===== config.mk =====
export PLATFORM = sky130hd
export DESIGN_NAME = pbmi_wrap
export DESIGN_NICKNAME = d
export VERILOG_FILES = /design/src/rtl/pbmi_wrap.sv
export SDC_FILE = /design/constraint.sdc
export NUM_CORES = 2
export LEC_CHECK = 0
export BUFFER_PORTS_ARGS = -buffer_cell sky130_fd_sc_hd__buf_4
export CAP_MARGIN = 30
export CORE_UTILIZATION = 40
export DETAILED_ROUTE_END_ITERATION = 16
export GPL_TIMING_DRIVEN = 0
export PLACE_DENSITY = 0.66
export SLEW_MARGIN = 20
export SYNTH_ARGS = -nofsm -noshare
export SYNTH_HDL_FRONTEND = slang
export SYNTH_SLANG_ARGS = --single-unit
export TNS_END_PERCENT = 10

===== constraint.sdc =====
create_clock -name clk -period 4.15 [get_ports clk]
set_input_delay 0 -clock clk [delete_from_list [all_inputs] [get_ports clk]]
set_output_delay 0 -clock clk [all_outputs]
set_load 0.005 [all_outputs]

===== src/rtl/pbmi_wrap.sv =====
module pbmi_wrap #(
  parameter int CW = 32,
  parameter int BW = 31
) (
  input  logic                 clk,
  input  logic                 en,
  input  logic [CW-1:0]        v,
  input  logic [BW-1:0]        box,
  output logic [CW-1:0]        res
);

  logic [CW-1:0] mag_s [0:CW];
  logic [BW-1:0] rem_s [0:CW];
  logic          neg_s [0:CW];
  logic [CW-1:0] res_next;

  // Take the magnitude and sign of the position
  always_ff @(posedge clk) begin
    if (en) begin
      mag_s[0] <= v[CW-1] ? (~v + 1'b1) : v;
      neg_s[0] <= v[CW-1];
      rem_s[0] <= '0;
    end
  end

  // Restoring remainder, one dividend bit per stage
  for (genvar k = 0; k < CW; k++) begin : g_div
    logic [BW:0] t;
    logic [BW:0] bx;
    logic [BW:0] df;
    assign t  = {rem_s[k], mag_s[k][CW-1-k]};
    assign bx = {1'b0, box};
    assign df = t - bx;
    always_ff @(posedge clk) begin
      if (en) begin
        rem_s[k+1] <= (t >= bx) ? df[BW-1:0] : t[BW-1:0];
        mag_s[k+1] <= mag_s[k];
        neg_s[k+1] <= neg_s[k];
      end
    end
  end

  // Fold a negative remainder into [0, box); pass through on a zero box
  always_comb begin
    if (box == '0) begin
      res_next = neg_s[CW] ? (~mag_s[CW] + 1'b1) : mag_s[CW];
    end else if (neg_s[CW] && (rem_s[CW] != '0)) begin
      res_next = {{(CW-BW){1'b0}}, box - rem_s[CW]};
    end else begin
      res_next = {{(CW-BW){1'b0}}, rem_s[CW]};
    end
  end

  always_ff @(posedge clk) begin
    if (en) begin
      res <= res_next;
    end
  end

endmodule


==> report_table.html <==
<table>
<tr><th>Metric</th><th>Value</th></tr>
<tr><th colspan="2">Global route</th></tr>
<tr><td>Overflow left after global routing</td><td>0</td></tr>
<tr><td>Overall global routing resource usage</td><td>slightly below 20%</td></tr>
<tr><td>Wire length of the first global-routing pass</td><td>~480000 um</td></tr>
<tr><td>Number of global-route vias before repair</td><td>approximately 84000</td></tr>
<tr><td>Number of antenna violations at the first check in global routing</td><td>6</td></tr>
<tr><td>Maximum number of pins on one net before global-route repair</td><td>164</td></tr>
<tr><th colspan="2">Timing</th></tr>
<tr><td>Final clock period utilization by the worst path</td><td>between 90 and 100%</td></tr>
<tr><td>PnR worst setup slack</td><td>between 30 and 40 ps</td></tr>
<tr><td>Max transition margin</td><td>34.26%</td></tr>
<tr><td>Hold Vio Cnt, Final</td><td>0</td></tr>
<tr><td>Min Clock Period, post-route</td><td>4113 ps</td></tr>
<tr><td>Final setup violating endpoints</td><td>0</td></tr>
<tr><td>FMAX</td><td>0.2431 GHz</td></tr>
<tr><td>Unrepaired setup endpoints after global routing</td><td>true</td></tr>
<tr><td>Max Slew Vio Count</td><td>0</td></tr>
<tr><td>Slew @ Worst Pin</td><td>986.0 ps</td></tr>
<tr><td>Post-Route Skew</td><td>between 90 and 100 ps</td></tr>
<tr><th colspan="2">Setup path</th></tr>
<tr><td>Maximum fanout count along the critical path</td><td>10</td></tr>
<tr><td>Worst reg-to-reg setup slack</td><td>between 30 and 40 ps</td></tr>
<tr><td>Reg2reg end</td><td>rem_s[1][166]</td></tr>
<tr><td>Required time at the worst-slack endpoint</td><td>between 4000 and 5000 ps</td></tr>
<tr><td>Critical path data arrival time</td><td>4730 ps</td></tr>
<tr><td>Crit path capture type</td><td>flip-flop</td></tr>
<tr><td>Critical R2R Launch</td><td>mag_s[20][11]</td></tr>
<tr><td>Worst R2R Path Depth</td><td>14</td></tr>
<tr><td>Startpoint-to-endpoint class of the critical path</td><td>reg -&gt; reg</td></tr>
<tr><td>Startpoint class of the critical path</td><td>flip-flop</td></tr>
<tr><th colspan="2">Min path</th></tr>
<tr><td>Worst min-delay path category</td><td>in -&gt; reg</td></tr>
<tr><td>Startpoint of the worst hold path</td><td>box[24]</td></tr>
<tr><td>Min-Delay Endpoint</td><td>res[24]</td></tr>
<tr><td>Min-Delay Path Depth</td><td>4</td></tr>
<tr><th colspan="2">Detailed routing</th></tr>
<tr><td>Detailed-route wire length per cell</td><td>slightly below 20 um</td></tr>
<tr><td>Vias per Instance</td><td>5.580</td></tr>
<tr><td>Routed met3 length</td><td>approximately 19000 um</td></tr>
<tr><td>Routed wire length</td><td>314800 um</td></tr>
<tr><td>Detailed route wirelength on metal2</td><td>143000 um</td></tr>
<tr><td>Via Count</td><td>89260</td></tr>
<tr><td>1st-iter DRT viols</td><td>~7700</td></tr>
<tr><td># DRC</td><td>0</td></tr>
<tr><td>First-pass iteration count of the detailed router</td><td>6</td></tr>
<tr><td>Number of antenna-violating nets in the routed design</td><td>0</td></tr>
<tr><td>Uppermost signal routing layer after detailed routing</td><td>met5</td></tr>
<tr><td>Detailed-route wire length on metal 1</td><td>between 100000 and 150000 um</td></tr>
<tr><th colspan="2">Die</th></tr>
<tr><td>Die area</td><td>between 300000 and 400000 sq um</td></tr>
<tr><td>Initial Utilization</td><td>approximately two fifths</td></tr>
<tr><td>Num ports</td><td>97</td></tr>
<tr><td>Number of core rows</td><td>approximately 200</td></tr>
<tr><td>Height of the die</td><td>around 560 um</td></tr>
<tr><td>Placeable core region</td><td>around 310000 sq um</td></tr>
<tr><td>Die width</td><td>approximately 560 um</td></tr>
<tr><th colspan="2">Yosys</th></tr>
<tr><td>Net count after synthesis</td><td>12230</td></tr>
<tr><td>Post-synthesis cell type count</td><td>a little over 90</td></tr>
<tr><td>Share of synthesized registers carrying an async set or reset</td><td>0%</td></tr>
<tr><td>Synth Instances</td><td>between 10000 and 15000</td></tr>
<tr><td>Sequential cell area fraction in the yosys report</td><td>between 50% and 60%</td></tr>
<tr><td>Count of yosys warnings during synthesis</td><td>0</td></tr>
<tr><td>Top_reg_cell synth</td><td>edfxtp_1</td></tr>
<tr><td>Yosys reg bits</td><td>2113</td></tr>
<tr><td>Number of synthesized flops with an enable pin</td><td>2113</td></tr>
<tr><td>Synth Cell Area</td><td>between 100000 and 150000 sq um</td></tr>
<tr><td>Yosys top cell by area</td><td>edfxtp_1</td></tr>
<tr><td>Share of the synthesized area in the top cell type</td><td>around half</td></tr>
<tr><td>Most common cell in the netlist</td><td>edfxtp_1</td></tr>
<tr><td>Leading post-synthesis cells by instance count</td><td>edfxtp_1, ha_1, a21oi_1</td></tr>
<tr><td>Synthesized area per cell</td><td>around 11 sq um</td></tr>
<tr><td>Ranking of synthesized cells by area</td><td>edfxtp_1, ha_1, a21oi_1</td></tr>
<tr><th colspan="2">Clock network</th></tr>
<tr><td>Cell chosen for the clock root</td><td>clkbuf_16</td></tr>
<tr><td>Max Root-Sink Buffers</td><td>4</td></tr>
<tr><td>Clock latency reported for the late side of the worst-skew pair</td><td>900 ps</td></tr>
<tr><td>H-tree levels</td><td>4</td></tr>
<tr><td>Clock-pin slew of the registers on the worst-case setup and hold paths</td><td>roughly 60 ps</td></tr>
<tr><td>Cts bufs inserted</td><td>about 230</td></tr>
<tr><td>CTS tree</td><td>yes</td></tr>
<tr><td>Clock sink total</td><td>2113</td></tr>
<tr><th colspan="2">Finish</th></tr>
<tr><td>Total of fill cells in the finished design</td><td>between 20000 and 30000</td></tr>
<tr><td>Final core utilization</td><td>45.53%</td></tr>
<tr><td>Finished Layout Cells</td><td>16000</td></tr>
<tr><td>Final instance area</td><td>142000 sq um</td></tr>
<tr><td>Area growth syn-to-layout</td><td>13.15%</td></tr>
<tr><td>Number of nets in the layout</td><td>~13000</td></tr>
<tr><td>Ratio of cells with drive above 1 in the final layout</td><td>about a tenth</td></tr>
<tr><th colspan="2">Place</th></tr>
<tr><td>Worst-case setup slack after placement</td><td>-1086 ps</td></tr>
<tr><td>Post-detailed-placement cell area</td><td>approximately 130000 sq um</td></tr>
<tr><td>Count of placed standard cells including taps</td><td>approximately 15000</td></tr>
<tr><td>Routability cong.</td><td>between 0.9 and 1</td></tr>
<tr><td>HPWL after detailed placement</td><td>between 200000 and 250000 um</td></tr>
<tr><td>Quantity of I/O buffers inserted on ports</td><td>96</td></tr>
<tr><th colspan="2">Run</th></tr>
<tr><td>Maximum capacitance violations</td><td>0</td></tr>
<tr><th colspan="2">Outcome</th></tr>
<tr><td>Result of the run</td><td>completed</td></tr>
<tr><th colspan="2">Pwr</th></tr>
<tr><td>Max rail drop VDD</td><td>409.1 uV</td></tr>
<tr><td>Static leakage</td><td>55.36 nW</td></tr>
<tr><td>Power Density</td><td>794.4 nW/um^2</td></tr>
</table>
metal layers:
metal / vias to the layer above / global-route usage (%)
li1: 43500 / -
met1: 42580 / 26.36
met2: 2602 / 31.21
met3: 580 / 2.443
met4: 2 / 6.775
met5: - / 0
registers in the layout, indices dropped and copies added (netlist names):
signal	count
neg_s	33
rem_s	992
res	32
mag_s	1056
stage by stage:
| step | power, mW | hold slack, ps | setup TNS, ps |
|---|---|---|---|
| 2_1_floorplan | 77.44 | 98.87 | 0 |
| 3_3_place_gp | 91.91 | 234.1 | - |
| 3_5_place_dp | 91.49 | 232.3 | -513070 |
| 4_1_cts | 112.3 | -752.9 | -23200 |
| 5_1_grt | 120.5 | 68.28 | -9757 |
| 6_report | 112.8 | 54.09 | 0 |
worst max-delay path, cell delays in order (launching register included):
cell and delay [ps]:
edfxtp_1 480, inv_1 100, ha_1 190, fa_1 220, nor2b_1 70, o31a_1 270, o211ai_1 230, a21oi_1 130
o21ai_0 320, nand2_1 90, o21ai_1 400, a21o_1 170, clkbuf_1 370, clkbuf_1 540, o21ai_0 250
worst max path at each step:
stage / depth (start not counted) / start / to
4_1_cts: 9 / en / rem_s[2][7]
2_1_floorplan: 13 / box[1] / rem_s[1][432]
3_3_place_gp: 1 / en / rem_s[1][475]
5_1_grt: 14 / mag_s[30][1] / rem_s[1][473]
3_5_place_dp: 9 / en / rem_s[2][7]
6_report: 14 / mag_s[20][11] / rem_s[1][166]
where the power goes:
group,total [mW],switching [mW],internal [mW]
Clock,19.6,8.41,11.2
Combinational,56.7,31.9,24.8
Sequential,36.5,3.85,32.7
Total,113,44.1,68.7
repair_timing:
action                                  in CTS  in global routing
cloned                                       0                  3
gates resized for setup                     78                114
pin swaps                                    2                 14
endpoints found under the setup margin     769                746
setup buffers                                8                  3
endpoints found under the hold margin      373                168
hold buffers                               122                 10
area by class of cell:
type | instances | area (sq um) | area share, %
Antenna cell | 4 | 10.01 | 0.007048
Buffer | 274 | 1229 | 0.8652
Clock buffer | 263 | 5879 | 4.140
Clock inverter | 150 | 1320 | 0.9295
Inverter | 355 | 1406 | 0.9903
Multi-Input combinational cell | 8396 | 60000 | 42.25
Sequential cell | 2113 | 63450 | 44.68
Tap cell | 4140 | 5180 | 3.647
Timing Repair Buffer | 300 | 3543 | 2.495
cell usage in the layout (no fill, tap or decap), types with 47 or more instances in the layout:
master,netlist,routed
clkbuf_1,231,225
nor3_1,155,153
nor2_1,692,690
o21ai_0,778,768
o21bai_1,130,130
a21oi_1,979,972
edfxtp_1,2113,2113
ha_1,995,995
mux2_2,401,401
nand3_1,164,162
a211oi_1,88,86
xor2_1,337,337
and3_1,97,97
inv_1,354,323
nand4_1,160,160
nand2_1,865,865
a21o_1,569,569
or3_1,58,58
clkinv_1,1,50
clkbuf_16,0,233
o21a_1,151,151
clkinv_2,0,47
o31ai_1,89,83
nor2b_1,151,150
nand2b_1,125,125
dlygate4sd3_1,0,126
a31oi_1,119,113
o211ai_1,62,62
buf_4,0,121
xnor2_1,540,540
kinds of logic (layout without fill, tap and decap cells):
family | after synthesis | count (layout) | synth area share (%)
AO/OA/AOI/OAI | 3340 | 3340 | 16.76
AND/OR/NAND/NOR | 2708 | 2708 | 10.27
flip-flops | 2113 | 2113 | 50.55
adder cells (fa/ha/maj) | 1027 | 1027 | 10.43
XOR/XNOR | 877 | 877 | 6.120
buffers and inverters | 630 | 1342 | 1.924
multiplexers | 444 | 444 | 3.940
other | 0 | 4 | 0
No activity file was read; power rests on OpenSTA's default activity.
